<file path="src/rtl/rtp_h264_fu_a_depacketizer_top_assert.svh">
`ifndef RTP_H264_FU_A_DEPACKETIZER_TOP_ASSERT_SVH
`define RTP_H264_FU_A_DEPACKETIZER_TOP_ASSERT_SVH

// Checked outside reset.
`define RTPFU_ASSERT(lbl, prop, msg) \
  lbl: assert property (@(posedge clk_i) disable iff (!rst_ni) prop) else $error(msg);

// Checked on every edge, reset included.
`define RTPFU_ASSERT_ALWAYS(lbl, prop, msg) \
  lbl: assert property (@(posedge clk_i) prop) else $error(msg);

`endif

</file>
<file path="src/rtl/rtpfu_pkg.sv">
`default_nettype none

package rtpfu_pkg;

  typedef struct packed {
    logic [7:0] in_byte;
    logic       datagram_end;
  } in_item_t;

  typedef struct packed {
    logic [7:0] out_byte;
    logic [1:0] item_kind;
    logic [2:0] packet_status;
    logic       frame_done;
    logic       sequence_jump;
    logic       marker_mismatch;
    logic       run_last;
  } out_item_t;

  typedef enum logic [1:0] {
    KIND_DATA    = 2'd0,
    KIND_DISCARD = 2'd1,
    KIND_REPORT  = 2'd2
  } item_kind_e;

  typedef enum logic [2:0] {
    ST_OK     = 3'd0,
    ST_FIRST  = 3'd1,
    ST_PTYPE  = 3'd2,
    ST_SOURCE = 3'd3,
    ST_TRUNC  = 3'd4
  } status_e;

  typedef enum logic {
    CFG_PAYLOAD_TYPE = 1'b0,
    CFG_SOURCE_ID    = 1'b1
  } cfg_index_e;

  // Work for one input byte, expanded by the back end in this order:
  // discard, start code, data byte, report.
  typedef struct packed {
    logic       discard;
    logic       prefix;
    logic       data_en;
    logic [7:0] data_byte;
    logic       report_en;
    logic [2:0] status;
    logic       done;
    logic       jump;
    logic       mis;
  } cmd_t;

  localparam int unsigned NUM_SLOTS    = 7;
  localparam int unsigned SLOT_DISCARD = 0;
  localparam int unsigned SLOT_PFX0    = 1;
  localparam int unsigned SLOT_PFX1    = 2;
  localparam int unsigned SLOT_PFX2    = 3;
  localparam int unsigned SLOT_PFX3    = 4;
  localparam int unsigned SLOT_DATA    = 5;
  localparam int unsigned SLOT_REPORT  = 6;

  localparam logic [7:0]  FIRST_BYTE     = 8'h80;
  localparam logic [4:0]  FU_TYPE        = 5'd28;
  localparam logic [6:0]  PT_RESET       = 7'd96;
  localparam logic [31:0] SOURCE_RESET   = 32'h7845_7845;
  localparam logic [7:0]  START_CODE_END = 8'h01;

  localparam logic [3:0] POS_FIRST  = 4'd0;
  localparam logic [3:0] POS_PTYPE  = 4'd1;
  localparam logic [3:0] POS_SEQ_HI = 4'd2;
  localparam logic [3:0] POS_SEQ_LO = 4'd3;
  localparam logic [3:0] POS_SRC_HI = 4'd8;
  localparam logic [3:0] POS_SRC_LO = 4'd11;
  localparam logic [3:0] POS_NAL    = 4'd12;
  localparam logic [3:0] POS_FU_HDR = 4'd13;
  localparam logic [3:0] POS_MAX    = 4'd14;

endpackage

`default_nettype wire

</file>
<file path="src/rtl/rtpfu_front.sv">
`default_nettype none

`include "rtp_h264_fu_a_depacketizer_top_assert.svh"

module rtpfu_front
  import rtpfu_pkg::*;
(
  input  wire logic     clk_i,
  input  wire logic     rst_ni,
  input  wire logic     in_valid_i,
  output logic          in_stall_o,
  input  wire in_item_t in_data_i,
  input  wire logic     cfg_we_i,
  input  wire logic     cfg_index_i,
  input  wire logic [31:0] cfg_data_i,
  input  wire logic     q_full_i,
  output logic          cmd_push_o,
  output cmd_t          cmd_o
);

  logic [6:0]  pt_q;
  logic [31:0] src_id_q;
  logic [3:0]  pos_q, pos_d;
  logic [2:0]  perr_q, perr_d;
  logic        marker_q, marker_d;
  logic [15:0] seq_q, seq_d;
  logic [15:0] prev_q, prev_d;
  logic        srcmis_q, srcmis_d;
  logic        frag_q, frag_d;
  logic [1:0]  imp_q, imp_d;
  logic        fend_q, fend_d;
  logic        fopen_q, fopen_d;

  logic        accept;
  logic [7:0]  b;
  logic        last;
  logic [7:0]  want;
  logic        data_req;
  logic [7:0]  data_val;
  logic        accepted;
  logic        headers;
  cmd_t        cmd;

  assign in_stall_o = q_full_i;
  assign accept     = in_valid_i && !q_full_i;
  assign b          = in_data_i.in_byte;
  assign last       = in_data_i.datagram_end;

  always_comb begin
    unique case (pos_q[1:0])
      2'd0:    want = src_id_q[31:24];
      2'd1:    want = src_id_q[23:16];
      2'd2:    want = src_id_q[15:8];
      default: want = src_id_q[7:0];
    endcase
  end

  always_comb begin
    pos_d    = pos_q;
    perr_d   = perr_q;
    marker_d = marker_q;
    seq_d    = seq_q;
    prev_d   = prev_q;
    srcmis_d = srcmis_q;
    frag_d   = frag_q;
    imp_d    = imp_q;
    fend_d   = fend_q;
    fopen_d  = fopen_q;
    data_req = 1'b0;
    data_val = 8'h00;
    accepted = 1'b0;
    headers  = 1'b0;
    cmd      = '0;

    if (perr_q == ST_OK) begin
      priority if (pos_q == POS_FIRST) begin
        if (b != FIRST_BYTE) perr_d = ST_FIRST;
      end else if (pos_q == POS_PTYPE) begin
        marker_d = b[7];
        if (b[6:0] != pt_q) perr_d = ST_PTYPE;
      end else if (pos_q == POS_SEQ_HI) begin
        seq_d = {b, 8'h00};
      end else if (pos_q == POS_SEQ_LO) begin
        seq_d = seq_q | {8'h00, b};
      end else if (pos_q >= POS_SRC_HI && pos_q <= POS_SRC_LO) begin
        srcmis_d = srcmis_q || (b != want);
        if (pos_q == POS_SRC_LO && srcmis_d) perr_d = ST_SOURCE;
      end else if (pos_q == POS_NAL) begin
        if (b[4:0] == FU_TYPE) begin
          frag_d = 1'b1;
          imp_d  = b[6:5];
          if (last) perr_d = ST_TRUNC;
        end else begin
          data_req = 1'b1;
          data_val = b;
        end
      end else if (pos_q == POS_FU_HDR && frag_q) begin
        fend_d = b[6];
        if (b[7]) begin
          if (fopen_d) begin
            cmd.discard = 1'b1;
            fopen_d     = 1'b0;
          end
          data_req = 1'b1;
          data_val = {1'b0, imp_q, b[4:0]};
        end
      end else if (pos_q >= POS_FU_HDR) begin
        data_req = 1'b1;
        data_val = b;
      end else begin
        perr_d = perr_q;
      end
    end

    if (data_req) begin
      if (!fopen_d) cmd.prefix = 1'b1;
      fopen_d        = 1'b1;
      cmd.data_en    = 1'b1;
      cmd.data_byte  = data_val;
    end

    if (last) begin
      if (perr_d == ST_OK && pos_q < POS_SRC_LO) perr_d = ST_TRUNC;
      accepted = (perr_d == ST_OK);
      headers  = (pos_q >= POS_SRC_LO) && (perr_d == ST_OK || perr_d == ST_TRUNC);
      if (headers) begin
        cmd.jump = (prev_q != 16'h0000) && (seq_d != 16'(prev_q + 16'd1));
        prev_d   = seq_d;
      end
      cmd.mis = accepted && frag_d && (pos_q >= POS_FU_HDR) && (fend_d != marker_d);
      if (accepted && marker_d) begin
        cmd.done = 1'b1;
        if (!fopen_d) cmd.prefix = 1'b1;
        fopen_d = 1'b0;
      end
      cmd.report_en = 1'b1;
      cmd.status    = perr_d;
      pos_d    = POS_FIRST;
      perr_d   = ST_OK;
      marker_d = 1'b0;
      seq_d    = 16'h0000;
      srcmis_d = 1'b0;
      frag_d   = 1'b0;
      imp_d    = 2'b00;
      fend_d   = 1'b0;
    end else begin
      pos_d = (pos_q < POS_MAX) ? 4'(pos_q + 4'd1) : POS_MAX;
    end
  end

  assign cmd_o      = cmd;
  assign cmd_push_o = accept && (cmd.discard || cmd.prefix || cmd.data_en || cmd.report_en);

  always_ff @(posedge clk_i or negedge rst_ni) begin
    if (!rst_ni) begin
      pt_q     <= PT_RESET;
      src_id_q <= SOURCE_RESET;
    end else if (cfg_we_i) begin
      unique case (cfg_index_i)
        CFG_PAYLOAD_TYPE: pt_q     <= cfg_data_i[6:0];
        CFG_SOURCE_ID:    src_id_q <= cfg_data_i;
        default:          pt_q     <= pt_q;
      endcase
    end
  end

  always_ff @(posedge clk_i or negedge rst_ni) begin
    if (!rst_ni) begin
      pos_q    <= POS_FIRST;
      perr_q   <= ST_OK;
      marker_q <= 1'b0;
      seq_q    <= 16'h0000;
      prev_q   <= 16'h0000;
      srcmis_q <= 1'b0;
      frag_q   <= 1'b0;
      imp_q    <= 2'b00;
      fend_q   <= 1'b0;
      fopen_q  <= 1'b0;
    end else if (accept) begin
      pos_q    <= pos_d;
      perr_q   <= perr_d;
      marker_q <= marker_d;
      seq_q    <= seq_d;
      prev_q   <= prev_d;
      srcmis_q <= srcmis_d;
      frag_q   <= frag_d;
      imp_q    <= imp_d;
      fend_q   <= fend_d;
      fopen_q  <= fopen_d;
    end
  end

  `RTPFU_ASSERT(a_pos_clears_at_end, accept && last |=> pos_q == POS_FIRST, "position not cleared after datagram end")
  `RTPFU_ASSERT(a_end_gives_report, accept && last |-> cmd_push_o && cmd_o.report_en, "datagram end without report")
  `RTPFU_ASSERT(a_error_skips_data, perr_q != ST_OK |-> !cmd_o.data_en && !cmd_o.discard, "payload from rejected packet")

endmodule

`default_nettype wire

</file>
<file path="src/rtl/rtpfu_queue.sv">
`default_nettype none

`include "rtp_h264_fu_a_depacketizer_top_assert.svh"

module rtpfu_queue
  import rtpfu_pkg::*;
#(
  parameter int unsigned DEPTH = 4
) (
  input  wire logic clk_i,
  input  wire logic rst_ni,
  input  wire logic push_i,
  input  wire cmd_t wdata_i,
  input  wire logic pop_i,
  output cmd_t      rdata_o,
  output logic      empty_o,
  output logic      full_o
);

  localparam int unsigned PtrW = (DEPTH > 1) ? $clog2(DEPTH) : 1;
  localparam int unsigned CntW = $clog2(DEPTH + 1);

  cmd_t            mem_q [DEPTH];
  logic [PtrW-1:0] wr_ptr_q, rd_ptr_q;
  logic [CntW-1:0] count_q;
  logic            do_push, do_pop;

  assign empty_o = (count_q == '0);
  assign full_o  = (count_q == CntW'(DEPTH));
  assign rdata_o = mem_q[rd_ptr_q];
  assign do_push = push_i && !full_o;
  assign do_pop  = pop_i && !empty_o;

  always_ff @(posedge clk_i) begin
    if (do_push) mem_q[wr_ptr_q] <= wdata_i;
  end

  always_ff @(posedge clk_i or negedge rst_ni) begin
    if (!rst_ni) begin
      wr_ptr_q <= '0;
      rd_ptr_q <= '0;
      count_q  <= '0;
    end else begin
      if (do_push) begin
        wr_ptr_q <= (wr_ptr_q == PtrW'(DEPTH - 1)) ? '0 : PtrW'(wr_ptr_q + 1'b1);
      end
      if (do_pop) begin
        rd_ptr_q <= (rd_ptr_q == PtrW'(DEPTH - 1)) ? '0 : PtrW'(rd_ptr_q + 1'b1);
      end
      if (do_push && !do_pop) begin
        count_q <= CntW'(count_q + 1'b1);
      end else if (do_pop && !do_push) begin
        count_q <= CntW'(count_q - 1'b1);
      end
    end
  end

  `RTPFU_ASSERT_ALWAYS(a_count_bound, rst_ni |-> count_q <= CntW'(DEPTH), "queue count past depth")
  `RTPFU_ASSERT(a_no_push_full, push_i |-> !full_o, "push into full queue")
  `RTPFU_ASSERT(a_no_pop_empty, pop_i |-> !empty_o, "pop from empty queue")

endmodule

`default_nettype wire

</file>
<file path="src/rtl/rtpfu_back.sv">
`default_nettype none

`include "rtp_h264_fu_a_depacketizer_top_assert.svh"

module rtpfu_back
  import rtpfu_pkg::*;
(
  input  wire logic clk_i,
  input  wire logic rst_ni,
  input  wire cmd_t cmd_i,
  input  wire logic empty_i,
  output logic      pop_o,
  output logic      out_valid_o,
  input  wire logic out_stall_i,
  output out_item_t out_data_o
);

  logic [NUM_SLOTS-1:0] slot_en;
  logic [NUM_SLOTS-1:0] sent_q, sent_d;
  logic [NUM_SLOTS-1:0] remain;
  logic [NUM_SLOTS-1:0] cur;
  logic                 last_item;
  logic                 load_ok;
  logic                 take;
  logic                 out_valid_q;
  out_item_t            out_q;
  out_item_t            item;

  always_comb begin
    slot_en               = '0;
    slot_en[SLOT_DISCARD] = cmd_i.discard;
    slot_en[SLOT_PFX0]    = cmd_i.prefix;
    slot_en[SLOT_PFX1]    = cmd_i.prefix;
    slot_en[SLOT_PFX2]    = cmd_i.prefix;
    slot_en[SLOT_PFX3]    = cmd_i.prefix;
    slot_en[SLOT_DATA]    = cmd_i.data_en;
    slot_en[SLOT_REPORT]  = cmd_i.report_en;
  end

  assign remain    = slot_en & ~sent_q;
  assign cur       = remain & NUM_SLOTS'(~remain + 1'b1);
  assign last_item = ((remain & ~cur) == '0);
  assign load_ok   = !out_valid_q || !out_stall_i;
  assign take      = load_ok && !empty_i;
  assign pop_o     = take && last_item;

  always_comb begin
    item          = '0;
    item.run_last = last_item;
    priority if (cur[SLOT_DISCARD]) begin
      item.item_kind = KIND_DISCARD;
    end else if (cur[SLOT_PFX3]) begin
      item.out_byte = START_CODE_END;
    end else if (cur[SLOT_DATA]) begin
      item.out_byte = cmd_i.data_byte;
    end else if (cur[SLOT_REPORT]) begin
      item.item_kind       = KIND_REPORT;
      item.packet_status   = cmd_i.status;
      item.frame_done      = cmd_i.done;
      item.sequence_jump   = cmd_i.jump;
      item.marker_mismatch = cmd_i.mis;
    end else begin
      item.item_kind = KIND_DATA;
    end
  end

  always_comb begin
    sent_d = sent_q;
    if (take) begin
      sent_d = last_item ? '0 : (sent_q | cur);
    end
  end

  always_ff @(posedge clk_i or negedge rst_ni) begin
    if (!rst_ni) begin
      sent_q      <= '0;
      out_valid_q <= 1'b0;
    end else begin
      sent_q <= sent_d;
      if (load_ok) out_valid_q <= !empty_i;
    end
  end

  always_ff @(posedge clk_i) begin
    if (take) out_q <= item;
  end

  assign out_valid_o = out_valid_q;
  assign out_data_o  = out_q;

  `RTPFU_ASSERT(a_head_not_empty, !empty_i |-> remain != '0, "queued work with no items left")
  `RTPFU_ASSERT(a_report_is_last,
                out_valid_o && out_data_o.item_kind == KIND_REPORT |-> out_data_o.run_last,
                "report not last item")
  `RTPFU_ASSERT(a_discard_not_last,
                out_valid_o && out_data_o.item_kind == KIND_DISCARD |-> !out_data_o.run_last,
                "discard ended a run")

endmodule

`default_nettype wire

</file>
<file path="src/rtl/rtp_h264_fu_a_depacketizer_top.sv">
// A result is registered in the command queue, then in the output register.
// Throughput: one result per cycle while the output is not stalled; one byte per
// cycle while each byte makes at most one result. A start code adds four output
// items, absorbed by the command queue until it fills.
// Reset: asynchronous, active low; clears parser state and queue, loads the
// register defaults (payload type 96, source id 0x78457845).
`default_nettype none

module rtp_h264_fu_a_depacketizer_top
  import rtpfu_pkg::*;
#(
  parameter int unsigned QUEUE_DEPTH = 4
) (
  input  wire logic        clk_i,
  input  wire logic        rst_ni,
  input  wire logic        in_valid_i,
  output logic             in_stall_o,
  input  wire in_item_t    in_data_i,
  output logic             out_valid_o,
  input  wire logic        out_stall_i,
  output out_item_t        out_data_o,
  input  wire logic        cfg_we_i,
  input  wire logic        cfg_index_i,
  input  wire logic [31:0] cfg_data_i
);

  cmd_t cmd_push_data;
  cmd_t cmd_head;
  logic cmd_push;
  logic cmd_pop;
  logic q_empty;
  logic q_full;

  rtpfu_front u_front (
    .clk_i      (clk_i),
    .rst_ni     (rst_ni),
    .in_valid_i (in_valid_i),
    .in_stall_o (in_stall_o),
    .in_data_i  (in_data_i),
    .cfg_we_i   (cfg_we_i),
    .cfg_index_i(cfg_index_i),
    .cfg_data_i (cfg_data_i),
    .q_full_i   (q_full),
    .cmd_push_o (cmd_push),
    .cmd_o      (cmd_push_data)
  );

  rtpfu_queue #(
    .DEPTH(QUEUE_DEPTH)
  ) u_queue (
    .clk_i  (clk_i),
    .rst_ni (rst_ni),
    .push_i (cmd_push),
    .wdata_i(cmd_push_data),
    .pop_i  (cmd_pop),
    .rdata_o(cmd_head),
    .empty_o(q_empty),
    .full_o (q_full)
  );

  rtpfu_back u_back (
    .clk_i      (clk_i),
    .rst_ni     (rst_ni),
    .cmd_i      (cmd_head),
    .empty_i    (q_empty),
    .pop_o      (cmd_pop),
    .out_valid_o(out_valid_o),
    .out_stall_i(out_stall_i),
    .out_data_o (out_data_o)
  );

endmodule

`default_nettype wire

</file>
<file path="config.mk">
export PLATFORM = sky130hd
export DESIGN_NAME = rtp_h264_fu_a_depacketizer_top
export DESIGN_NICKNAME = d
export VERILOG_FILES = /design/src/rtl/rtpfu_pkg.sv /design/src/rtl/rtpfu_front.sv /design/src/rtl/rtpfu_queue.sv /design/src/rtl/rtpfu_back.sv /design/src/rtl/rtp_h264_fu_a_depacketizer_top.sv
export VERILOG_INCLUDE_DIRS = /design/src /design/src/rtl
export SDC_FILE = /design/constraint.sdc
export NUM_CORES = 1
export LEC_CHECK = 0
export BUFFER_PORTS_ARGS = -buffer_cell sky130_fd_sc_hd__clkbuf_2
export CORE_AREA = 2 2 121 123
export CTS_BUF_LIST = sky130_fd_sc_hd__clkbuf_8
export DETAILED_ROUTE_END_ITERATION = 8
export DIE_AREA = 0 0 123 125
export PLACE_DENSITY_LB_ADDON = 0.1
export SLEW_MARGIN = 0
export SYNTH_ARGS = -nofsm -noshare
export SYNTH_HDL_FRONTEND = slang
export SYNTH_SLANG_ARGS = --single-unit
</file>
<file path="constraint.sdc">
create_clock -name clk_i -period 10.2 [get_ports clk_i]
set_input_delay 1.53 -clock clk_i [delete_from_list [all_inputs] [get_ports clk_i]]
set_output_delay 1.53 -clock clk_i [all_outputs]
set_load 0.02 [all_outputs]
</file>
==> impl_summary.log, run 1 <==
INFO  metric max-slew-margin-rel = 0.202
INFO  metric endpoint_class_of_the_critical_path = flop
INFO  metric max_freq = 255 MHz
INFO  metric dp_hpwl = approximately 14000 um
INFO  metric powerDensity = roughly 240 nW/um^2
INFO  metric clk_latency = 0.48 ns
INFO  metric inserted_diodes = 0
INFO  metric routed_wirelength = between 20000 and 25000 um
INFO  metric synth_cell_types = 78
INFO  metric max-cap-violations = 0
INFO  metric die_h = about 130 um
INFO  metric ant_nets = 0
INFO  metric pins_over_slew_limit = 0
INFO  metric ctsLongestPathBuffers = 2
INFO  metric initial_drc_count = 539
INFO  metric post_route_cells_drive_above_1_share = 0.259
INFO  metric finClkSkew = 0.0146 ns
INFO  metric first_global_vias = between 6000 and 7000
INFO  metric cts_htree_levels = 4
INFO  metric yosys_register_bits = 189
INFO  metric overflow = 0
INFO  metric result_of_the_run = finished, final reports clean
INFO  metric rsz0062_at_grt = no
INFO  metric fin_nets = 843
INFO  metric ctsHoldBuffers = 0
INFO  metric worst-endpoint-required = 10.60 ns
INFO  metric crit_arrival = 4.32 ns
INFO  metric number_of_core_rows = 44
INFO  metric postCtsSetupRepairBufs = 0
INFO  metric worst_hold_path_type = flop to flop
INFO  metric cts.reportedPaths.clkPinSlew = 0.10 ns
INFO  metric synth-async-reset-ratio = 0.529
INFO  metric timing.final.crit_period = 3.93 ns
INFO  metric max-vdd-ir-drop = 112 uV
INFO  metric synth.yosys.warnings = 0
INFO  metric grt_start_max_net_pins = 57
INFO  metric coreArea = between 10000 and 15000 um^2
INFO  metric cellLeakagePower = 4.03 nW
INFO  metric most_used_flip_flop_cell_after_synthesis = sky130_fd_sc_hd__edfxtp_1
INFO  metric setup_total_negative_slack = 0 ns
INFO  metric finalHoldViolations = 0
INFO  metric timing.setup.critical_path_class = flop to flop
INFO  metric synthesis.instances = 734
INFO  metric grt_pass1_wl = between 30000 and 40000 um
INFO  metric power = ~2.4 mW
INFO  metric port_buffers = 65
INFO  metric tritoncts = yes
INFO  metric net_count_synth = 795
INFO  metric min_period_over_period = 0.385
INFO  metric fillerInstances = 998
INFO  metric crit_path_max_fanout = 18
INFO  metric grt_antenna_before_repair = 0
INFO  metric synth_top_area_share = 0.286
INFO  metric die_area = approximately 15000 um^2
INFO  metric postSynthAreaPerCell = 12.7 um^2
INFO  metric routabilityCongestion = roughly 0.9
INFO  metric cts_root_buf = sky130_fd_sc_hd__clkbuf_8
INFO  metric synthTopCellsByArea = sky130_fd_sc_hd__edfxtp_1 (29%), sky130_fd_sc_hd__dfrtp_1 (23%), sky130_fd_sc_hd__mux2_2 (5.5%)
INFO  metric synth_area_leader_cell = sky130_fd_sc_hd__edfxtp_1
INFO  metric numClockSinks = ~190
INFO  metric finalSetupViolCount = 0
INFO  metric synth-seq-area-share = 0.556
INFO  metric critPathLaunchType = flop
INFO  metric detailed_router_iteration_count_before_antenna_repair = 5
INFO  metric num_vias = 6229
INFO  metric cts_resized = 0
INFO  metric layout-area-overhead-vs-synth = 8.75%
INFO  metric i_o_pins = 66
INFO  metric cts_made_buffers = 17
INFO  metric post_drt_via_cell_ratio = around 6.4
INFO  metric synth_enable_flop_cells = 89
INFO  metric synth.cell_area = 9340 um^2
INFO  metric dr_drc_count = 0
INFO  metric wl_per_cell = 20.9 um
INFO  metric tightest_slew = 1.20 ns
INFO  metric die_x = 123 um
INFO  metric initial_core_util = 0.658
INFO  metric grtUsageTotal = 0.288
==> sequential cells by signal, summed over array words and instances (netlist names), 2 cells and up <==
register and count:
u_front.src_id_q 32, u_queue.count_q 3, u_front.imp_q 2, u_back.out_data_o 17, u_queue.mem_q 72, u_front.perr_q 3, u_queue.wr_ptr_q 2, u_front.seq_q 16
u_back.sent_q 7, u_front.prev_q 16, u_queue.rd_ptr_q 2, u_front.pos_q 4, u_front.pt_q 7
==> logic make-up after synthesis <==
group	after synthesis	share of synthesized area
flops	189	0.556
buf+inv	56	0.0287
fa+ha+maj	15	0.0206
xor+xnor	45	0.0437
simple gates	227	0.138
compound gates	121	0.0911
mux	81	0.122
==> report_power, final <==
| part | switching [mW] | internal (mW) |
|---|---|---|
| Sequential | 0.109 | 0.951 |
| Combinational | 0.495 | 0.345 |
| Clock | 0.287 | 0.252 |
==> final cells by class <==
cell class	count	area [um^2]	share of cell area
multi-input combinational	489	3880	0.382
inverter	17	63.8	0.00628
clock buffer	17	234	0.0230
tap	184	230	0.0227
timing repair buffer	68	350	0.0345
sequential	189	5190	0.512
clock inverter	15	203	0.0200
==> routing by layer <==
layer  global-route usage  routed length, um  up-vias
met2                0.476              10500      256
met3               0.0538               1060       35
met5                    0                  0        -
li1                     -                  -     2804
met4                0.104                479        0
met1                0.381               8470     3134
==> layout by cell type (no fill, tap or decap), drive strengths merged, types with 6 or more instances in the layout <==
master,synthesis,routed
edfxtp,89,89
dfrtp,84,84
clkbuf,17,81
mux2,55,55
nor2,49,49
nand2,46,46
nor2b,43,43
xnor2,32,32
a21oi,31,31
inv,17,24
mux4,18,18
dfstp,16,16
o21ai,16,16
a31oi,14,14
nand3,13,13
and2,13,13
ha,13,13
xor2,12,12
nand2b,10,10
nand4,10,10
nor3,9,9
nor4,9,9
mux2i,8,8
a222oi,8,8
a22o,8,8
o22ai,6,6
==> per-stage QoR <==
stage          setup WS, ns  area [um^2]  std cells  hold slack [ns]   util
6_report               6.27        10200        979            0.489  0.715
5_1_grt                5.94        10200        979            0.519  0.715
4_1_cts                6.29        10200        979            0.494  0.715
3_5_place_dp           6.05         9720        947            0.475  0.684
3_3_place_gp           6.17         9720        947            0.469  0.684
2_1_floorplan          6.16         9340        734            0.450      -
==> synthesized netlist by cell type (9+ instances only) <==
| library cell | count |
|---|---|
| sky130_fd_sc_hd__nand3_1 | 13 |
| sky130_fd_sc_hd__xor2_1 | 12 |
| sky130_fd_sc_hd__ha_1 | 13 |
| sky130_fd_sc_hd__mux2_4 | 9 |
| sky130_fd_sc_hd__and2_1 | 13 |
| sky130_fd_sc_hd__mux4_2 | 18 |
| sky130_fd_sc_hd__nor3_1 | 9 |
| sky130_fd_sc_hd__nand4_1 | 10 |
| sky130_fd_sc_hd__nand2b_1 | 10 |
| sky130_fd_sc_hd__a31oi_1 | 14 |
| sky130_fd_sc_hd__dfrtp_1 | 84 |
| sky130_fd_sc_hd__edfxtp_1 | 89 |
| sky130_fd_sc_hd__nor2_1 | 46 |
| sky130_fd_sc_hd__mux2_2 | 46 |
| sky130_fd_sc_hd__a21oi_1 | 30 |
| sky130_fd_sc_hd__nand2_1 | 45 |
| sky130_fd_sc_hd__xnor2_1 | 32 |
| sky130_fd_sc_hd__dfstp_2 | 16 |
| sky130_fd_sc_hd__inv_1 | 17 |
| sky130_fd_sc_hd__buf_2 | 12 |
| sky130_fd_sc_hd__o21ai_0 | 15 |
| sky130_fd_sc_hd__nor2b_1 | 43 |
| sky130_fd_sc_hd__clkbuf_1 | 17 |
==> worst max-delay path, stage by stage, from the launching register on <==
cell and delay [ns]:
sky130_fd_sc_hd__dfrtp_1 0.43, sky130_fd_sc_hd__inv_1 0.15, sky130_fd_sc_hd__ha_1 0.76, sky130_fd_sc_hd__nand2b_1 0.25, sky130_fd_sc_hd__o21ai_0 0.15, sky130_fd_sc_hd__nor3b_2 0.34, sky130_fd_sc_hd__and2_1 0.37, sky130_fd_sc_hd__o21a_2 0.25
sky130_fd_sc_hd__ha_1 0.22, sky130_fd_sc_hd__inv_1 0.08, sky130_fd_sc_hd__fa_1 0.43, sky130_fd_sc_hd__xor2_1 0.17, sky130_fd_sc_hd__nor2_1 0.11, sky130_fd_sc_hd__xor2_1 0.14
==> path summary, 6_finish.rpt <==
path,start,slack [ns],cells past startpoint,end
setup / recovery,u_front.pos_q[1],6.27,13,u_queue.count_q[2]
hold / removal,u_queue.count_q[2],0.49,1,u_queue.count_q[2]
setup reg to reg,u_front.pos_q[1],6.27,13,u_queue.count_q[2]
hold reg to reg,u_queue.count_q[2],0.49,1,u_queue.count_q[2]
max in group asynchronous,rst_ni,8.04,2,u_front.src_id_q[6]
min in group asynchronous,rst_ni,1.12,1,u_back.sent_q[3]
Power figures use the tool's default switching activity.
==> inputs of run 2 (changes only) <==
--- a/config.mk
+++ b/config.mk
@@ -7,10 +7,10 @@
 export NUM_CORES = 1
 export LEC_CHECK = 0
 export BUFFER_PORTS_ARGS = -buffer_cell sky130_fd_sc_hd__clkbuf_2
-export CORE_AREA = 2 2 121 123
+export CORE_AREA = 2 2 125 127
 export CTS_BUF_LIST = sky130_fd_sc_hd__clkbuf_8
 export DETAILED_ROUTE_END_ITERATION = 8
-export DIE_AREA = 0 0 123 125
+export DIE_AREA = 0 0 127 129
 export PLACE_DENSITY_LB_ADDON = 0.1
 export SLEW_MARGIN = 0
 export SYNTH_ARGS = -nofsm -noshare
==> constraint.sdc (replaced) <==
create_clock -name clk_i -period 4.1 [get_ports clk_i]
set_input_delay 0.615 -clock clk_i [delete_from_list [all_inputs] [get_ports clk_i]]
set_output_delay 0.615 -clock clk_i [all_outputs]
set_load 0.02 [all_outputs]
==> run 2 against run 1 <==
  * Clock power up 110%
  * Sequential cell count unchanged
  * First-iteration DRC count is 6.9% lower
  * Register-to-register slack worse by 5.8 ns
  * Core utilization decreased by 3.6 points
  * Critical path depth unchanged
  * Via count down 1.7%
==> impl_summary.log, run 2 (synthesis gave the netlist of run 1 again) <==
INFO  metric number_of_core_rows = 45 (was 44)
INFO  metric max-cap-violations = 0 (unchanged)
INFO  metric ctsLongestPathBuffers = 2 (unchanged)
INFO  metric post_route_cells_drive_above_1_share = 0.270 (was 0.259)
INFO  metric grt_antenna_before_repair = 0 (unchanged)
INFO  metric first_global_vias = 6261 (was 6350)
INFO  metric dpl_worst_slack = 0.572 ns (was 6.05 ns)
INFO  metric ff2ff_setup_slack = 0.50 ns (was 6.27 ns)
INFO  metric i_o_pins = 66 (unchanged)
INFO  metric cts.reportedPaths.clkPinSlew = 0.09 ns (was 0.10 ns)
INFO  metric worst_hold_path_type = input port to asynchronous set/reset pin (was flop to flop)
INFO  metric grt_pass1_wl = 31800 um (was 33500 um)
INFO  metric final.setup.worst_slack = 0.502 ns (was 6.27 ns)
INFO  metric max-vdd-ir-drop = 260 uV (was 112 uV)
INFO  metric min_period_over_period = 0.878 (was 0.385)
INFO  metric cts_htree_levels = 4 (unchanged)
INFO  metric powerDensity = 575 nW/um^2 (was 240 nW/um^2)
INFO  metric grt_start_max_net_pins = 72 (was 57)
INFO  metric tritoncts = yes (unchanged)
INFO  metric layout-area-overhead-vs-synth = 8.94% (was 8.75%)
INFO  metric critical_path_cell_list = inv_1 -> ha_1 -> nor4_1 -> o211a_1 -> nor3b_2 -> and2_1 -> o21a_2 -> ha_1 -> inv_1 -> fa_1 -> xor2_1 -> nor2_1 -> xor2_1 (was inv_1 -> ha_1 -> nand2b_1 -> o21ai_0 -> nor3b_2 -> and2_1 -> o21a_2 -> ha_1 -> inv_1 -> fa_1 -> xor2_1 -> nor2_1 -> xor2_1)
INFO  metric coreArea = 15000 um^2 (was 14200 um^2)
INFO  metric numClockSinks = 189 (unchanged)
INFO  metric die_h = 129 um (was 125 um)
INFO  metric dr_drc_count = 0 (unchanged)
INFO  metric cts_root_buf = sky130_fd_sc_hd__clkbuf_8 (unchanged)
INFO  metric num_vias = 6122 (was 6229)
INFO  metric crit_arrival = 3.99 ns (was 4.32 ns)
INFO  metric largest_register = u_queue.mem_q (unchanged)
INFO  metric mostFrequentLayoutCells = sky130_fd_sc_hd__edfxtp_1 (89), sky130_fd_sc_hd__dfrtp_1 (84), sky130_fd_sc_hd__clkbuf_2 (64) (unchanged)
INFO  metric rsz0062_at_grt = no (unchanged)
INFO  metric max-slew-margin-rel = 0.140 (was 0.202)
INFO  metric post_drt_via_cell_ratio = 6.15 (was 6.36)
INFO  metric cts_made_buffers = 17 (unchanged)
INFO  metric worstSetupStartpoint = u_front.pos_q[0] (was u_front.pos_q[1])
INFO  metric power = 5.85 mW (was 2.44 mW)
INFO  metric die_x = 127 um (was 123 um)
INFO  metric worst_path_max_delay_cell = sky130_fd_sc_hd__dfrtp_1 (was sky130_fd_sc_hd__ha_1)
INFO  metric fillerInstances = 1106 (was 998)
INFO  metric grtUsageTotal = 0.252 (was 0.288)
INFO  metric worstPathBufferInverterCount = 2 (unchanged)
INFO  metric pins_over_slew_limit = 0 (unchanged)
INFO  metric overflow = 0 (unchanged)
INFO  metric final_cells = 996 (was 979)
INFO  metric cts_resized = 0 (unchanged)
INFO  metric worst-endpoint-required = 4.49 ns (was 10.60 ns)
INFO  metric cp_top_family = simple AND/OR/NAND/NOR gates (was adder cells)
INFO  metric initial_drc_count = 502 (was 539)
INFO  metric result_of_the_run = finished, final reports clean (unchanged)
INFO  metric fin_nets = 856 (was 843)
INFO  metric port_buffers = 65 (unchanged)
INFO  metric cellLeakagePower = 4.06 nW (was 4.03 nW)
INFO  metric finalSetupViolCount = 0 (unchanged)
INFO  metric tightest_slew = 1.29 ns (was 1.20 ns)
INFO  metric initial_core_util = 0.624 (was 0.658)
INFO  metric timing.final.crit_period = 3.60 ns (was 3.93 ns)
INFO  metric critPathLaunchType = flop (unchanged)
INFO  metric detailed_router_iteration_count_before_antenna_repair = 5 (unchanged)
INFO  metric reg2reg_from = u_front.pos_q[0] (was u_front.pos_q[1])
INFO  metric max_freq = 278 MHz (was 255 MHz)
INFO  metric reg2regPathDepth = 13 (unchanged)
INFO  metric ctsHoldBuffers = 0 (unchanged)
INFO  metric endpoint_class_of_the_critical_path = flop (unchanged)
INFO  metric timing.setup.critical_path_class = flop to flop (unchanged)
INFO  metric worst_hold_slack = 0.277 ns (was 0.489 ns)
INFO  metric setup_total_negative_slack = 0 ns (unchanged)
INFO  metric wl_per_cell = 19.5 um (was 20.9 um)
INFO  metric ant_nets = 0 (unchanged)
INFO  metric mostFrequentLayoutCell = sky130_fd_sc_hd__edfxtp_1 (unchanged)
INFO  metric die_area = 16400 um^2 (was 15400 um^2)
INFO  metric worst_r2r_endpoint = u_queue.count_q[2] (unchanged)
INFO  metric finalHoldViolations = 0 (unchanged)
INFO  metric post-place-cells = 964 (was 947)
INFO  metric finClkSkew = 0.0120 ns (was 0.0146 ns)
INFO  metric max_reg_flops = 72 (unchanged)
INFO  metric inserted_diodes = 0 (unchanged)
INFO  metric dp_hpwl = 13700 um (was 14000 um)
INFO  metric clk_latency = 0.47 ns (was 0.48 ns)
INFO  metric cpPeakStageDelay = 0.44 ns (was 0.76 ns)
INFO  metric routed_wirelength = 19400 um (was 20500 um)
INFO  metric postCtsSetupRepairBufs = 0 (unchanged)
INFO  metric routabilityCongestion = 0.947 (was 0.894)
INFO  metric crit_path_max_fanout = 12 (was 18)
-- run 2: changes by cell type in the layout (fill, tap and decap cells not counted), moves of 2 or more --
cell / previous run / this run
sky130_fd_sc_hd__inv_8: 4 / 1
sky130_fd_sc_hd__inv_6: 3 / 8
sky130_fd_sc_hd__clkinvlp_2: 0 / 2
sky130_fd_sc_hd__bufinv_16: 3 / 0
sky130_fd_sc_hd__buf_4: 4 / 17
-- run 2: layout make-up --
class,count,area [um^2],share of cell area
sequential,189,5190,0.511
multi-input combinational,489,3880,0.381
timing repair buffer,81,448,0.0440
clock buffer,18,248,0.0244
tap,188,235,0.0231
clock inverter,14,104,0.0102
inverter,17,63.8,0.00627
-- run 2: worst register-to-register path, stage by stage, from the launching register on --
cell                      delay (ns)
sky130_fd_sc_hd__dfrtp_1        0.44
sky130_fd_sc_hd__inv_1          0.11
sky130_fd_sc_hd__ha_1           0.38
sky130_fd_sc_hd__nor4_1         0.29
sky130_fd_sc_hd__o211a_1        0.26
sky130_fd_sc_hd__nor3b_2        0.31
sky130_fd_sc_hd__and2_1         0.35
sky130_fd_sc_hd__o21a_2         0.24
sky130_fd_sc_hd__ha_1           0.21
sky130_fd_sc_hd__inv_1          0.07
sky130_fd_sc_hd__fa_1           0.43
sky130_fd_sc_hd__xor2_1         0.17
sky130_fd_sc_hd__nor2_1         0.11
sky130_fd_sc_hd__xor2_1         0.16
-- run 2: routing by layer --
layer,vias to the layer above,track usage,wire length (um)
met3,31,0.0412,961
li1,2828,-,-
met1,3059,0.326,8320
met5,-,0,0
met2,204,0.431,9730
met4,0,0.0983,379
-- run 2: through the flow --
step	util	instance area, um^2
after floorplan	-	9340
after global placement	0.656	9820
after detailed placement	0.656	9820
after CTS	0.679	10200
after global routing	0.679	10200
final	0.679	10200
-- run 2: report_power, final --
group	total, mW	switching, mW	internal [mW]
sequential	2.59	0.225	2.36
combinational	2.13	1.22	0.910
clock	1.13	0.679	0.447
-- run 2: worst max path at each step --
stage / end / slack (ns) / cells past startpoint
after floorplan: u_queue.count_q[2] / 0.86 / 16
after global placement: u_queue.count_q[2] / 0.76 / 13
after detailed placement: u_queue.count_q[2] / 0.57 / 13
after CTS: u_queue.count_q[2] / 0.55 / 13
after global routing: u_queue.count_q[2] / 0.24 / 13
final: u_queue.count_q[2] / 0.50 / 13
==> inputs of run 3 (changes only) <==
--- a/config.mk
+++ b/config.mk
@@ -7,10 +7,10 @@
 export NUM_CORES = 1
 export LEC_CHECK = 0
 export BUFFER_PORTS_ARGS = -buffer_cell sky130_fd_sc_hd__clkbuf_2
-export CORE_AREA = 2 2 125 127
-export CTS_BUF_LIST = sky130_fd_sc_hd__clkbuf_8
+export CORE_AREA = 2 2 127 129
+export CTS_BUF_LIST = sky130_fd_sc_hd__clkbuf_8 sky130_fd_sc_hd__clkbuf_16
 export DETAILED_ROUTE_END_ITERATION = 8
-export DIE_AREA = 0 0 127 129
+export DIE_AREA = 0 0 129 131
 export PLACE_DENSITY_LB_ADDON = 0.1
 export SLEW_MARGIN = 0
 export SYNTH_ARGS = -nofsm -noshare
==> run 3 against run 2 <==
  * Routed wire length increased by 0.95%
  * Clock power grew 42%
  * Cell count is 2.8% higher
  * Non-clock buffer count did not move
  * Global-route usage down 0.28 points
  * Sequential cell count did not move
  * Worst setup slack gained 0.049 ns
  * Critical endpoint is now u_queue.mem_q[3][1]
  * Largest power group unchanged
==> impl_summary.log, run 3 (synthesis gave the netlist of run 1 again) <==
INFO  metric first_global_vias = 6263 (was 6261)
INFO  metric largest_register = u_queue.mem_q (unchanged)
INFO  metric dp_hpwl = 13700 um (about the same)
INFO  metric net-switching-power = 2.16 mW (was 2.13 mW)
INFO  metric ant_nets = 0 (unchanged)
INFO  metric power_share_of_the_sequential_group = 0.410 (was 0.443)
INFO  metric postCtsSetupRepairBufs = 0 (unchanged)
INFO  metric pins_over_slew_limit = 0 (unchanged)
INFO  metric number_of_core_rows = 46 (was 45)
INFO  metric finalSetupViolCount = 0 (unchanged)
INFO  metric die_x = 129 um (was 127 um)
INFO  metric routabilityCongestion = 0.886 (was 0.947)
INFO  metric die_area = 16900 um^2 (was 16400 um^2)
INFO  metric wl_per_cell = 19.1 um (was 19.5 um)
INFO  metric grt_start_max_net_pins = 40 (was 72)
INFO  metric gr_met2_demand_resource = 0.432 (was 0.431)
INFO  metric fin_nets = 856 (unchanged)
INFO  metric internal_power = 4.19 mW (was 3.72 mW)
INFO  metric crit_path_max_fanout = 18 (was 12)
INFO  metric timing.setup.critical_path_class = flop to flop (unchanged)
INFO  metric post_route_cells_drive_above_1_share = 0.270 (unchanged)
INFO  metric grtUsageTotal = 0.249 (was 0.252)
INFO  metric cts_made_buffers = 17 (unchanged)
INFO  metric max-cap-violations = 0 (unchanged)
INFO  metric inserted_diodes = 0 (unchanged)
INFO  metric worst_hold_path_type = input port to asynchronous set/reset pin (unchanged)
INFO  metric worst-endpoint-required = 4.24 ns (was 4.49 ns)
INFO  metric ctsHoldBuffers = 0 (unchanged)
INFO  metric clk_latency = 0.42 ns (was 0.47 ns)
INFO  metric overflow = 0 (unchanged)
INFO  metric result_of_the_run = finished, final reports clean (unchanged)
INFO  metric mostFrequentLayoutCell = sky130_fd_sc_hd__edfxtp_1 (unchanged)
INFO  metric power_switching_share = 0.340 (was 0.364)
INFO  metric ctsLongestPathBuffers = 2 (unchanged)
INFO  metric gr-usage-met1 = 0.316 (was 0.326)
INFO  metric finalHoldViolations = 0 (unchanged)
INFO  metric rsz0062_at_grt = no (unchanged)
INFO  metric cts_root_buf = sky130_fd_sc_hd__clkbuf_16 (was sky130_fd_sc_hd__clkbuf_8)
INFO  metric critPathLaunchType = flop (unchanged)
INFO  metric fillerInstances = 1120 (was 1106)
INFO  metric initial_core_util = 0.599 (was 0.624)
INFO  metric multi_input_comb_area = 3880 um^2 (about the same)
INFO  metric powerDensity = 608 nW/um^2 (was 575 nW/um^2)
INFO  metric setup_total_negative_slack = 0 ns (unchanged)
INFO  metric reg2reg_from = u_front.pos_q[1] (was u_front.pos_q[0])
INFO  metric mostFrequentLayoutCells = sky130_fd_sc_hd__edfxtp_1 (89), sky130_fd_sc_hd__dfrtp_1 (84), sky130_fd_sc_hd__clkbuf_2 (64) (unchanged)
INFO  metric tritoncts = yes (unchanged)
INFO  metric post_drt_via_cell_ratio = 6.03 (was 6.15)
INFO  metric grt_pass1_wl = 32100 um (was 31800 um)
INFO  metric cts_htree_levels = 4 (unchanged)
INFO  metric cts_resized = 0 (unchanged)
INFO  metric ff_latch_area = 5190 um^2 (unchanged)
INFO  metric p_comb_frac = 0.336 (was 0.365)
INFO  metric power = 6.35 mW (was 5.85 mW)
INFO  metric crit_arrival = 3.69 ns (was 3.99 ns)
INFO  metric finClkSkew = 0.00675 ns (was 0.0120 ns)
INFO  metric global_route.peak_usage_layer = met2 (unchanged)
INFO  metric layout-area-overhead-vs-synth = 11.8% (was 8.94%)
INFO  metric detailed_router_iteration_count_before_antenna_repair = 5 (unchanged)
INFO  metric max_freq = 282 MHz (was 278 MHz)
INFO  metric worstSetupStartpoint = u_front.pos_q[1] (was u_front.pos_q[0])
INFO  metric grt_antenna_before_repair = 0 (unchanged)
INFO  metric min_period_over_period = 0.866 (was 0.878)
INFO  metric routed_wirelength = 19600 um (was 19400 um)
INFO  metric endpoint_class_of_the_critical_path = flop (unchanged)
INFO  metric numClockSinks = 189 (unchanged)
INFO  metric die_h = 131 um (was 129 um)
INFO  metric relative_contribution_of_the_clock_network_to_total_power = 0.254 (was 0.192)
INFO  metric port_buffers = 65 (unchanged)
INFO  metric cts.reportedPaths.clkPinSlew = 0.06 ns (was 0.09 ns)
INFO  metric dr_drc_count = 0 (unchanged)
INFO  metric max-vdd-ir-drop = 297 uV (was 260 uV)
INFO  metric max_reg_flops = 72 (unchanged)
INFO  metric initial_drc_count = 578 (was 502)
INFO  metric num_vias = 6171 (was 6122)
INFO  metric grtUsageMet3 = 0.0440 (was 0.0412)
INFO  metric timing.final.crit_period = 3.55 ns (was 3.60 ns)
INFO  metric max-slew-margin-rel = 0.290 (was 0.140)
INFO  metric tightest_slew = 1.06 ns (was 1.29 ns)
INFO  metric i_o_pins = 66 (unchanged)
INFO  metric coreArea = 15600 um^2 (was 15000 um^2)
INFO  metric cellLeakagePower = 4.15 nW (was 4.06 nW)
==> run 3: power by group through the flow <==
stage               Combinational [mW]  Clock (mW)  Sequential [mW]
finish                            2.14        1.61             2.60
global route                      2.35        1.71             2.64
CTS                               2.14        1.64             2.60
detailed placement                2.12           0             2.63
global placement                  2.06           0             2.61
floorplan                         1.59           0             2.63
==> run 3: final timing paths <==
check | cells past startpoint | endpoint | slack, ns
max | 10 | u_queue.mem_q[3][1] | 0.55
min | 1 | u_front.src_id_q[31] | 0.12
max reg2reg | 10 | u_queue.mem_q[3][1] | 0.55
min reg2reg | 2 | u_back.sent_q[6] | 0.49
max in group asynchronous | 2 | u_front.src_id_q[12] | 3.10
min in group clk_i | 2 | u_front.src_id_q[24] | 0.42
==> run 3: critical path: stages (launching register included) <==
cell                      delay [ns]
sky130_fd_sc_hd__dfrtp_1        0.40
sky130_fd_sc_hd__inv_1          0.12
sky130_fd_sc_hd__ha_1           0.38
sky130_fd_sc_hd__buf_4          0.25
sky130_fd_sc_hd__or4b_1         0.61
sky130_fd_sc_hd__nor2_4         0.44
sky130_fd_sc_hd__mux2i_1        0.33
sky130_fd_sc_hd__xor2_1         0.21
sky130_fd_sc_hd__xnor2_1        0.10
sky130_fd_sc_hd__nor4_1         0.26
sky130_fd_sc_hd__a31oi_1        0.17
==> run 3: per-stage QoR <==
step,std cells,util,hold slack (ns),setup slack [ns],cell area [um^2]
5_1_grt,1024,0.669,0.141,0.270,10400
2_1_floorplan,734,-,0.319,0.857,9340
3_5_place_dp,992,0.632,0.481,0.588,9860
6_report,1024,0.669,0.124,0.551,10400
3_3_place_gp,992,0.632,0.470,0.757,9860
4_1_cts,1024,0.669,0.125,0.571,10400
==> run 3: per-layer routing <==
metal,up-vias,part of all wire
li1,2834,-
met2,201,0.51
met5,-,0
met1,3105,0.42
met4,0,0.019
met3,31,0.050
==> run 3: final cells by class <==
class,count,area share
Sequential cell,189,0.498
Multi-Input combinational cell,489,0.372
Timing Repair Buffer,81,0.0429
Clock buffer,18,0.0421
Tap cell,216,0.0259
Clock inverter,14,0.0137
Inverter,17,0.00611
